**config.mk**
```make
export PLATFORM = sky130hd
export DESIGN_NAME = measurement_record_deframer
export DESIGN_NICKNAME = d
export VERILOG_FILES = /design/src/hw/rtl/mrd_pkg.sv /design/src/hw/rtl/mrd_queue.sv /design/src/hw/rtl/mrd_front.sv /design/src/hw/rtl/mrd_back.sv /design/src/hw/rtl/measurement_record_deframer.sv
export SDC_FILE = /design/constraint.sdc
export NUM_CORES = 1
export LEC_CHECK = 0
export BUFFER_PORTS_ARGS = -buffer_cell sky130_fd_sc_hd__buf_2
export CORE_ASPECT_RATIO = 0.9
export CORE_MARGIN = 10
export CORE_UTILIZATION = 61
export CTS_CLUSTER_DIAMETER = 60
export DETAILED_ROUTE_END_ITERATION = 12
export HOLD_SLACK_MARGIN = 0.03
export PLACE_DENSITY = 0.77
export SYNTH_ARGS = -nofsm -noshare
export SYNTH_HDL_FRONTEND = slang
export SYNTH_HIERARCHICAL = 1
export SYNTH_SLANG_ARGS = --single-unit
```
**constraint.sdc**
```tcl
create_clock -name i_clk -period 12.5 [get_ports i_clk]
set_clock_uncertainty 0.05 [all_clocks]
set_input_delay 0.625 -clock i_clk [delete_from_list [all_inputs] [get_ports i_clk]]
set_output_delay 0.625 -clock i_clk [all_outputs]
set_load 0.03 [all_outputs]
```
**src/hw/rtl/mrd_pkg.sv**
```systemverilog
`default_nettype none

package mrd_pkg;

    // Record kinds as they appear on the result side
    localparam logic [3:0] KIND_END        = 4'd0;
    localparam logic [3:0] KIND_VOLT_CPLX  = 4'd2;
    localparam logic [3:0] KIND_IMP_MAG    = 4'd3;
    localparam logic [3:0] KIND_IMP_CPLX   = 4'd4;
    localparam logic [3:0] KIND_OTHER_CPLX = 4'd6;
    localparam logic [3:0] KIND_EIT        = 4'd7;
    localparam logic [3:0] KIND_BAD        = 4'd8;

    localparam logic [7:0] TYPE_MAX = 8'd7;

    // Payload bytes after the type byte
    localparam logic [3:0] MAG_LEN  = 4'd7;
    localparam logic [3:0] CPLX_LEN = 4'd11;
    localparam logic [3:0] ELEC_BYTES = 4'd3;

    localparam int QDEPTH = 4;

    typedef struct packed {
        logic [3:0]  kind;
        logic [7:0]  src;
        logic [7:0]  snk;
        logic [7:0]  meas;
        logic [63:0] value;
        logic        cplx;
    } t_rec;

endpackage

`default_nettype wire

```
**src/hw/rtl/mrd_queue.sv**
```systemverilog
`default_nettype none

module mrd_queue (
    input  wire logic          i_clk,
    input  wire logic          i_rst_n,
    input  wire logic          i_push,
    input  mrd_pkg::t_rec      i_rec,
    output logic               o_full,
    output logic               o_valid,
    output mrd_pkg::t_rec      o_rec,
    input  wire logic          i_pop
);
    import mrd_pkg::*;

    localparam int PTR_W = $clog2(QDEPTH);
    localparam int CNT_W = $clog2(QDEPTH + 1);

    t_rec             r_mem [QDEPTH];
    logic [PTR_W-1:0] r_wr, r_rd;
    logic [CNT_W-1:0] r_cnt;

    assign o_full  = (r_cnt == CNT_W'(QDEPTH));
    assign o_valid = (r_cnt != '0);
    assign o_rec   = r_mem[r_rd];

    always_ff @(posedge i_clk) begin
        if (i_push) begin
            r_mem[r_wr] <= i_rec;
        end
    end

    always_ff @(posedge i_clk) begin
        if (!i_rst_n) begin
            r_wr  <= '0;
            r_rd  <= '0;
            r_cnt <= '0;
        end else begin
            if (i_push) begin
                r_wr <= r_wr + PTR_W'(1);
            end
            if (i_pop) begin
                r_rd <= r_rd + PTR_W'(1);
            end
            case ({i_push, i_pop})
                2'b10:   r_cnt <= r_cnt + CNT_W'(1);
                2'b01:   r_cnt <= r_cnt - CNT_W'(1);
                default: r_cnt <= r_cnt;
            endcase
        end
    end

endmodule

`default_nettype wire

```
**src/hw/rtl/mrd_front.sv**
```systemverilog
`default_nettype none

module mrd_front (
    input  wire logic          i_clk,
    input  wire logic          i_rst_n,
    input  wire logic          i_valid,
    input  wire logic [7:0]    i_byte,
    input  wire logic          i_full,
    output logic               o_stall,
    output logic               o_push,
    output mrd_pkg::t_rec      o_rec
);
    import mrd_pkg::*;

    logic [3:0]  r_pos, n_pos;
    logic [2:0]  r_kind, n_kind;
    logic [7:0]  r_elec [3];
    logic [7:0]  n_elec [3];
    logic [63:0] r_value, n_value;

    logic       accept;
    logic [3:0] idx;
    logic [2:0] vidx;
    logic       cplx;
    logic [3:0] len;

    assign o_stall = i_full;
    assign accept  = i_valid & ~i_full;
    assign idx     = r_pos - 4'd1;
    assign vidx    = 3'(idx - ELEC_BYTES);
    assign cplx    = ~r_kind[0];
    assign len     = cplx ? CPLX_LEN : MAG_LEN;

    always_comb begin
        n_pos   = r_pos;
        n_kind  = r_kind;
        n_elec  = r_elec;
        n_value = r_value;
        o_push  = 1'b0;
        o_rec   = '0;
        if (accept) begin
            if (r_pos == 4'd0) begin
                if (i_byte == 8'd0) begin
                    o_push     = 1'b1;
                    o_rec.kind = KIND_END;
                end else if (i_byte > TYPE_MAX) begin
                    o_push     = 1'b1;
                    o_rec.kind = KIND_BAD;
                end else begin
                    n_kind  = i_byte[2:0];
                    n_value = '0;
                    n_pos   = 4'd1;
                end
            end else begin
                if (idx < ELEC_BYTES) begin
                    n_elec[idx[1:0]] = i_byte;
                end else begin
                    n_value[8*vidx +: 8] = i_byte;
                end
                if (idx + 4'd1 < len) begin
                    n_pos = r_pos + 4'd1;
                end else begin
                    // last byte: hand the finished record to the queue
                    n_pos       = 4'd0;
                    o_push      = 1'b1;
                    o_rec.kind  = {1'b0, r_kind};
                    o_rec.src   = n_elec[0];
                    o_rec.snk   = n_elec[1];
                    o_rec.meas  = n_elec[2];
                    o_rec.value = n_value;
                    o_rec.cplx  = cplx;
                end
            end
        end
    end

    always_ff @(posedge i_clk) begin
        if (!i_rst_n) begin
            r_pos   <= '0;
            r_kind  <= '0;
            r_elec  <= '{default: '0};
            r_value <= '0;
        end else begin
            r_pos   <= n_pos;
            r_kind  <= n_kind;
            r_elec  <= n_elec;
            r_value <= n_value;
        end
    end

endmodule

`default_nettype wire

```
**src/hw/rtl/mrd_back.sv**
```systemverilog
`default_nettype none

module mrd_back #(
    parameter int ELECTRODE_COUNT = 16,
    parameter int NEEDLE_COUNT    = 1
) (
    input  wire logic          i_clk,
    input  wire logic          i_rst_n,
    input  wire logic          i_q_valid,
    input  mrd_pkg::t_rec      i_rec,
    output logic               o_pop,
    output logic               o_valid,
    input  wire logic          i_stall,
    output logic [3:0]         o_record_kind,
    output logic signed [8:0]  o_source_electrode,
    output logic signed [8:0]  o_sink_electrode,
    output logic signed [8:0]  o_measure_electrode,
    output logic [31:0]        o_first_value,
    output logic [31:0]        o_second_value,
    output logic               o_is_complex
);
    import mrd_pkg::*;

    localparam logic [8:0] LIMIT = 9'(ELECTRODE_COUNT + NEEDLE_COUNT);
    localparam logic [8:0] NEG_ONE = '1;

    function automatic logic [8:0] checked(input logic [7:0] b);
        return ({1'b0, b} <= LIMIT) ? {1'b0, b} : NEG_ONE;
    endfunction

    logic       r_valid;
    logic [8:0] n_meas;

    assign o_pop   = i_q_valid & (~r_valid | ~i_stall);
    assign o_valid = r_valid;

    always_comb begin
        case (i_rec.kind) inside
            KIND_IMP_MAG, KIND_IMP_CPLX: n_meas = NEG_ONE;
            KIND_EIT:                    n_meas = {1'b0, i_rec.meas};
            default:                     n_meas = checked(i_rec.meas);
        endcase
    end

    always_ff @(posedge i_clk) begin
        if (!i_rst_n) begin
            r_valid <= 1'b0;
        end else if (o_pop) begin
            r_valid <= 1'b1;
        end else if (!i_stall) begin
            r_valid <= 1'b0;
        end
    end

    always_ff @(posedge i_clk) begin
        if (o_pop) begin
            o_record_kind       <= i_rec.kind;
            o_source_electrode  <= checked(i_rec.src);
            o_sink_electrode    <= checked(i_rec.snk);
            o_measure_electrode <= n_meas;
            o_first_value       <= i_rec.value[31:0];
            o_second_value      <= i_rec.cplx ? i_rec.value[63:32] : 32'd0;
            o_is_complex        <= i_rec.cplx;
        end
    end

endmodule

`default_nettype wire

```
**src/hw/rtl/measurement_record_deframer.sv**
```systemverilog
// Channel | Direction | Handshake                  | Payload
// in      | input     | i_in_valid / o_in_stall    | i_rx_byte
// out     | output    | o_out_valid / i_out_stall  | o_record_kind .. o_is_complex
//
// One byte per cycle is taken while o_in_stall is low; once its last byte is taken, a record
// moves from front assembly through the four-entry record queue into the output register.
// o_in_stall rises only while the record queue is full.
// i_rst_n is synchronous, active low; it empties the queue and drops o_out_valid.
// A stalled result holds in the output register while later records queue up.
`default_nettype none

module measurement_record_deframer #(
    parameter int ELECTRODE_COUNT = 16,
    parameter int NEEDLE_COUNT    = 1
) (
    input  wire logic         i_clk,
    input  wire logic         i_rst_n,
    input  wire logic         i_in_valid,
    output logic              o_in_stall,
    input  wire logic [7:0]   i_rx_byte,
    output logic              o_out_valid,
    input  wire logic         i_out_stall,
    output logic [3:0]        o_record_kind,
    output logic signed [8:0] o_source_electrode,
    output logic signed [8:0] o_sink_electrode,
    output logic signed [8:0] o_measure_electrode,
    output logic [31:0]       o_first_value,
    output logic [31:0]       o_second_value,
    output logic              o_is_complex
);
    import mrd_pkg::*;

    logic q_full, q_push, q_valid, q_pop;
    t_rec push_rec, head_rec;

    mrd_front u_front (
        .i_clk   (i_clk),
        .i_rst_n (i_rst_n),
        .i_valid (i_in_valid),
        .i_byte  (i_rx_byte),
        .i_full  (q_full),
        .o_stall (o_in_stall),
        .o_push  (q_push),
        .o_rec   (push_rec)
    );

    mrd_queue u_queue (
        .i_clk   (i_clk),
        .i_rst_n (i_rst_n),
        .i_push  (q_push),
        .i_rec   (push_rec),
        .o_full  (q_full),
        .o_valid (q_valid),
        .o_rec   (head_rec),
        .i_pop   (q_pop)
    );

    mrd_back #(
        .ELECTRODE_COUNT (ELECTRODE_COUNT),
        .NEEDLE_COUNT    (NEEDLE_COUNT)
    ) u_back (
        .i_clk               (i_clk),
        .i_rst_n             (i_rst_n),
        .i_q_valid           (q_valid),
        .i_rec               (head_rec),
        .o_pop               (q_pop),
        .o_valid             (o_out_valid),
        .i_stall             (i_out_stall),
        .o_record_kind       (o_record_kind),
        .o_source_electrode  (o_source_electrode),
        .o_sink_electrode    (o_sink_electrode),
        .o_measure_electrode (o_measure_electrode),
        .o_first_value       (o_first_value),
        .o_second_value      (o_second_value),
        .o_is_complex        (o_is_complex)
    );

endmodule

`default_nettype wire

```
# Yosys cells after proc, flatten, opt, wreduce, memory -nomap -nowiden
# Memory sizes are Yosys's and may differ from the RTL's. A register that Yosys moved wholly into a read port is not among the register bits.
# Index checks and enable logic that the tools add are counted.
# word_totals
register_bits	199
ram_bits	372
inputBits	12
out_inout_bits	98
word_cells	104
mem_count	1
# classes
n_addsub	9
order_cmp	8
n_eq_ne	9
shifts	2
muxes	36
bitwise_logic	11
reduce_logical	9
# mem_list
memory	words	word_bits	read_ports	rd_ports_with_merged_regs	wr	line_no	text
u_queue.r_mem	4	93	1	1	1	mrd_queue.sv:18	t_rec r_mem [QDEPTH];
# ops
op	n
2-to-1 mux 64 bit	4
2-to-1 mux 93 bit	1
2-to-1 mux 92 bit	1
2-to-1 mux 89 bit	1
bitwise mux 64 bit	1
variable shift 8 x 34 -> 64 bit (first input constant)	1
indexed part select 8 x 34 -> 64 bit	1
2-to-1 mux 9 bit	4
negation 6 -> 34 bit	1
2-to-1 mux 4 bit	8
bitwise mux 24 bit	1
less-or-equal comparator 8 x 5 -> 1 bit (second input constant)	3
2-to-1 mux 24 bit	1
demux 8 bit (select 2 bit)	1
2-to-1 mux 1 bit	9
adder 4 x 1 -> 4 bit (second input constant)	2
== test 4 x 3 -> 1 bit (second input constant)	2
> comparator 8 x 3 -> 1 bit (second input constant)	1
logical NOT 8 bit	1
2-to-1 mux 8 bit	1
inverter 1 bit	7
one-hot mux 3 bit (2 select lines)	1
adder 2 x 1 -> 2 bit (second input constant)	2
== test 4 x 2 -> 1 bit (second input constant)	1
25 further kinds	28

# Longest topological paths before layout
# depth
depth_word	11
depth_mapped	18
mapped_depth_nobuf	16

# Hierarchy
# The synthesis kept the hierarchy.
# modules_own_cells
module	n_inst	cells_per_inst	area_each_um2	seq_area_each_um2
mrd_queue	1	527	13860.8	11350.9
mrd_front	1	644	5191.2	1901.8
mrd_back	1	189	3498.4	2902.8

# Least setup slack after synthesis
# No wires, ideal clock.
# synth_timing
kind	in2reg
startpoint	in i_out_stall
endpoint	reg u_queue.r_cnt[2]
setup_time_ps	76
t_arrival_ps	9583
required_ps	12374
slack_ps	2791
stages	6
n_path_buf	0
cell_sequence	a21boi_0 ha_1 fa_1 xnor2_1 or3_1 a21boi_0
# synth_via
elab_chain_len	5
elab_cells_between_ends	7
cone_classes	2 x eq/ne; 1 x mux; 3 x bitwise; 1 x reduce/logical
# synth_rtl
item	line_no	text
start, declared	measurement_record_deframer.sv:22	input wire logic i_out_stall,
inverter 1 bit (*)	mrd_back.sv:34	assign o_pop = i_q_valid & (~r_valid | ~i_stall);
OR 1 bit (*)	mrd_back.sv:34	
AND 1 bit (*)	mrd_back.sv:34	
== test 2 x 1 -> 1 bit or == test 2 bit (tied branches)	mrd_queue.sv:44	case ({i_push, i_pop})
one-hot mux 3 bit (2 select lines) or nonzero test 2 bit (tied branches)	--	
end signal, assigned	mrd_queue.sv:45	2'b10: r_cnt <= r_cnt + CNT_W'(1);
end signal, assigned	mrd_queue.sv:46	2'b01: r_cnt <= r_cnt - CNT_W'(1);
end signal, assigned	mrd_queue.sv:47	default: r_cnt <= r_cnt;
end, declared	mrd_queue.sv:20	logic [CNT_W-1:0] r_cnt;
# Mark *: on every way between the ends. The rest lies on a longest branch, timed or not.
# A chain may end at the register's enable or synchronous reset.

# Worst setup path after layout
# layout_timing
startpoint	reg u_front.r_pos[0]
endpoint	mem u_queue/r_mem[3][92] (netlist name) (enable)
# layout_via
elab_chain_len	8
elab_cells_between_ends	9
cone_classes	2 x add/sub; 1 x order compare; 5 x mux; 1 x reduce/logical
# layout_rtl
item	line_no	text
start, declared	mrd_front.sv:15	logic [3:0] r_pos, n_pos;
start signal, assigned	mrd_front.sv:84	r_pos <= n_pos;
subtractor 4 x 1 -> 4 bit	mrd_front.sv:29	assign idx = r_pos - 4'd1;
adder 4 x 1 -> 4 bit	mrd_front.sv:60	if (idx + 4'd1 < len) begin
< comparator 4 bit	mrd_front.sv:60	
2-to-1 mux 1 bit	mrd_front.sv:60	
2-to-1 mux 1 bit (*)	mrd_front.sv:42	if (r_pos == 4'd0) begin
2-to-1 mux 1 bit (*)	mrd_front.sv:41	if (accept) begin
named net q_push	measurement_record_deframer.sv:33	logic q_full, q_push, q_valid, q_pop;
2-to-1 mux 1 bit (*)	mrd_queue.sv:27	if (i_push) begin
2-to-1 mux 1 bit (not written as such) (*)	mrd_queue.sv:28	r_mem[r_wr] <= i_rec;
end, declared	mrd_queue.sv:18	
# The timed path passes the listed nets; every way through them passes the cells marked *.

==> results.md <==
* Outcome: finished clean
* Total number of vias at ~12000
* WP data arrival at 5490 ps
* Final period util at 42.7%
* Syn Std Cell Area at ~23000 um2
* Initial core utilization at between 60% and 70%
* Fmax at roughly 0.19 GHz
* First-pass GRT wire length at about 75 mm
* Clk_lat worst skew at between 500 and 600 ps
* Die W at 223 um
* Max-slew violation count at 0
* Hold Crit Endpoint: u_back/o_valid
* Antenna violations before repair at 3
* LEAKAGE at around 0.0085 uW
* Commonest cells after routing, fill and taps aside: edfxtp_1 (468), nand2_1 (131), buf_2 (109)
* Fillers at about 2400
* Final TNS setup at 0 ps
* Vias/cell at ~6.3
* P per Cell Area at approximately 220 nW/um2
* Die footprint at 45100 um2
* Synthesis-to-layout area growth at 11.3%
* Placed Instances at between 1500 and 2000
* Max cap viols at 0
* # setup viols final at 0
* Post-DP HPWL at 28.6 mm
* # H-tree levels at 2
* Post-route ant nets at 0
* Top FF cell, synth: edfxtp_1
* Max Root-Sink Buffers at 3
* Row Count at 66
* Avg Cell Area, Syn at between 15 and 20 um2
* Register area at around 16000 um2
* PostCTS Resize Cnt at 0
* Fin. Hold Viols at 0
* CTS Buf Count at 54
* Worst Hold Path Cells at 3
* Pre-Repair DR Iteration Count at 5
* Unique masters post-synth at between 50 and 60
* Clk slew on worst S/H paths at about 60 ps
* Global placer's final weighted congestion at approximately 0.9
* # IOs at between 100 and 150
* IO Port Bufs at roughly 110
* Multi-input logic area at between 5000 and 6000 um2
* Syn_nets at approximately 1400
* EDFF count, synth at around 470
* DRT Wirelength at between 40 and 50 mm
* FF-to-FF Start: u_front/r_pos[0]
* Core Area at 36300 um2
* Overflow after GRT at 0
* Reg2reg path depth at 12
* Peak supply drop at ~150 uV
* Slew @ Worst Pin at between 1000 and 1500 ps
* Cells after Synth at around 1400
* Hold buffers post-CTS at 0
* Slew HR at 29.5%
* Worst R2R Setup Slack at ~7200 ps
* Ant diodes at 0
* DRC Markers at 0
* Die Y at approximately 200 um
* Synthesized flop and latch total at about 570
* Layout Nets at about 1500
* Vias in the first global route at around 12000
* CP max FO at 50
* Largest net degree at the start of global routing at a little over 80
* CTS tree: yes
* Hold_sp: i_out_stall
* Critical Path Start Type: register
* Fin crit period at 5340 ps
* CP required at roughly 13000 ps
* Share of synthesized registers carrying an async set or reset at 0%
* Setup bufs post-CTS at 0
* PnR Total Power at 5440 uW
* Final Non-Filler Cells at between 1500 and 2000
* Share of layout cells above drive strength 1 at 21.5%
* Total number of yosys warnings at 6
* RSZ-0062 raised after global routing: false
* RR Endpoint: u_queue/r_mem[3][92]
* Crit path kind: register to register
* Overall Global Routing Usage at around 21%
* Commonest non-fill, non-tap cell in the layout: edfxtp_1
* Crit. End Element: register
* Seq/Total Area, Yosys at a little under three quarters
* Per-cell routed wire length at 24.8 um
* Hold WC Path Type: primary input to register
* Clk root buf: clkbuf_16
* Sinks on the clock net at between 500 and 600
* DRT iter0 DRCs at 1252
## metal layers
| layer | global-route usage [%] | up-vias | wire [um] |
|---|---|---|---|
| met5 | 0 | - | 38 |
| met4 | 5.74 | 6 | 1020 |
| met3 | 4.62 | 84 | 4010 |
| met2 | 34.1 | 562 | 23500 |
| met1 | 29.7 | 6300 | 20300 |
| li1 | - | 5488 | - |
## registers in the layout (all words and copies together) (netlist names), named ones only
signal,flops
u_front/r_kind,3
u_front/r_pos,4
u_back/o_second_value,32
u_back/o_sink_electrode,9
u_queue/r_cnt,3
u_front/r_value,64
u_back/o_valid,1
u_back/o_measure_electrode,9
u_back/o_source_electrode,9
u_back/o_record_kind,4
u_queue/r_wr,2
u_back/o_first_value,32
u_front/r_elec,24
u_queue/r_rd,2
u_back/o_is_complex,1
u_queue/r_mem,372
## synthesized netlist by cell type (all sizes together), types with 3 or more instances
| cell type | instances | area share (%) |
|---|---|---|
| mux4 | 93 | 9.3 |
| a32o | 9 | 0.40 |
| o21ai | 22 | 0.50 |
| and2 | 45 | 1.2 |
| nand2b | 3 | 0.083 |
| a22o | 49 | 1.9 |
| nand3 | 69 | 1.6 |
| xnor2 | 4 | 0.16 |
| clkbuf | 39 | 0.65 |
| mux2i | 50 | 2.2 |
| nor2b | 7 | 0.19 |
| edfxtp | 468 | 62 |
| a211oi | 3 | 0.10 |
| a21boi | 6 | 0.20 |
| and3 | 12 | 0.33 |
| nand3b | 8 | 0.27 |
| nor3 | 15 | 0.44 |
| inv | 6 | 0.10 |
| a31oi | 3 | 0.083 |
| ha | 17 | 0.94 |
| a21oi | 55 | 1.3 |
| or3 | 5 | 0.16 |
| buf | 46 | 1.4 |
| nor2 | 40 | 0.67 |
| nand2 | 133 | 2.2 |
| o22ai | 24 | 0.67 |
| dfxtp | 105 | 9.3 |
## worst max-delay path, stage by stage (launching register included)
cell and delay (ps):
dfxtp_1 610, inv_1 250, ha_1 500, and3b_1 210, a21oi_1 110, nor2_1 50
o21ai_0 220, xnor2_1 100, ha_1 320, a21oi_1 120, a211oi_1 810, and2_4 900
buf_4 670
## per-stage QoR
step           hold WS, ps  cell area (um2)  worst slack (ps)  util (%)
3_5_place_dp           403            23300              7300      64.2
2_1_floorplan          381            22600              2790         -
3_3_place_gp           397            23300              7370      64.2
4_1_cts                328            25100              7220      69.0
6_report               339            25100              7160      69.0
5_1_grt                336            25100              6800      69.0
## power breakdown
group          internal [uW]  switching (uW)
Combinational            451             842
Sequential              2440             103
Clock                    920             684
## cells by family (layout without fill, tap and decap cells)
group / count (synthesis) / after routing / share of synthesized area (%)
DFF: 573 / 573 / 71.6
and+or+nand+nor: 350 / 350 / 7.92
AOI/OAI and AO/OA: 179 / 179 / 5.51
muxes: 143 / 143 / 11.5
buffers and inverters: 91 / 226 / 2.16
adders and majority gates: 18 / 18 / 1.03
xor gates and xnor gates: 6 / 6 / 0.233
## cell type report
| cell class | instances | share of cell area [%] |
|---|---|---|
| flip-flops and latches | 573 | 64.4 |
| inverters | 6 | 0.0898 |
| well taps | 476 | 2.37 |
| clock inverters | 33 | 1.23 |
| repair buffers | 119 | 2.47 |
| multi-input cells | 696 | 23.7 |
| clock buffers | 68 | 5.72 |
## worst max path at each step
stage,from,to,slack (ps)
after floorplan,i_out_stall,u_queue/r_cnt[2],2790
after global placement,u_front/r_pos[0],u_queue/r_mem[3][73],7370
after detailed placement,u_front/r_pos[0],u_queue/r_mem[0][77],7300
after CTS,u_front/r_pos[0],u_queue/r_mem[0][32],7220
after global routing,u_front/r_pos[0],u_queue/r_mem[3][89],6800
final,u_front/r_pos[0],u_queue/r_mem[3][92],7160
Power figures use the tool's default switching activity.
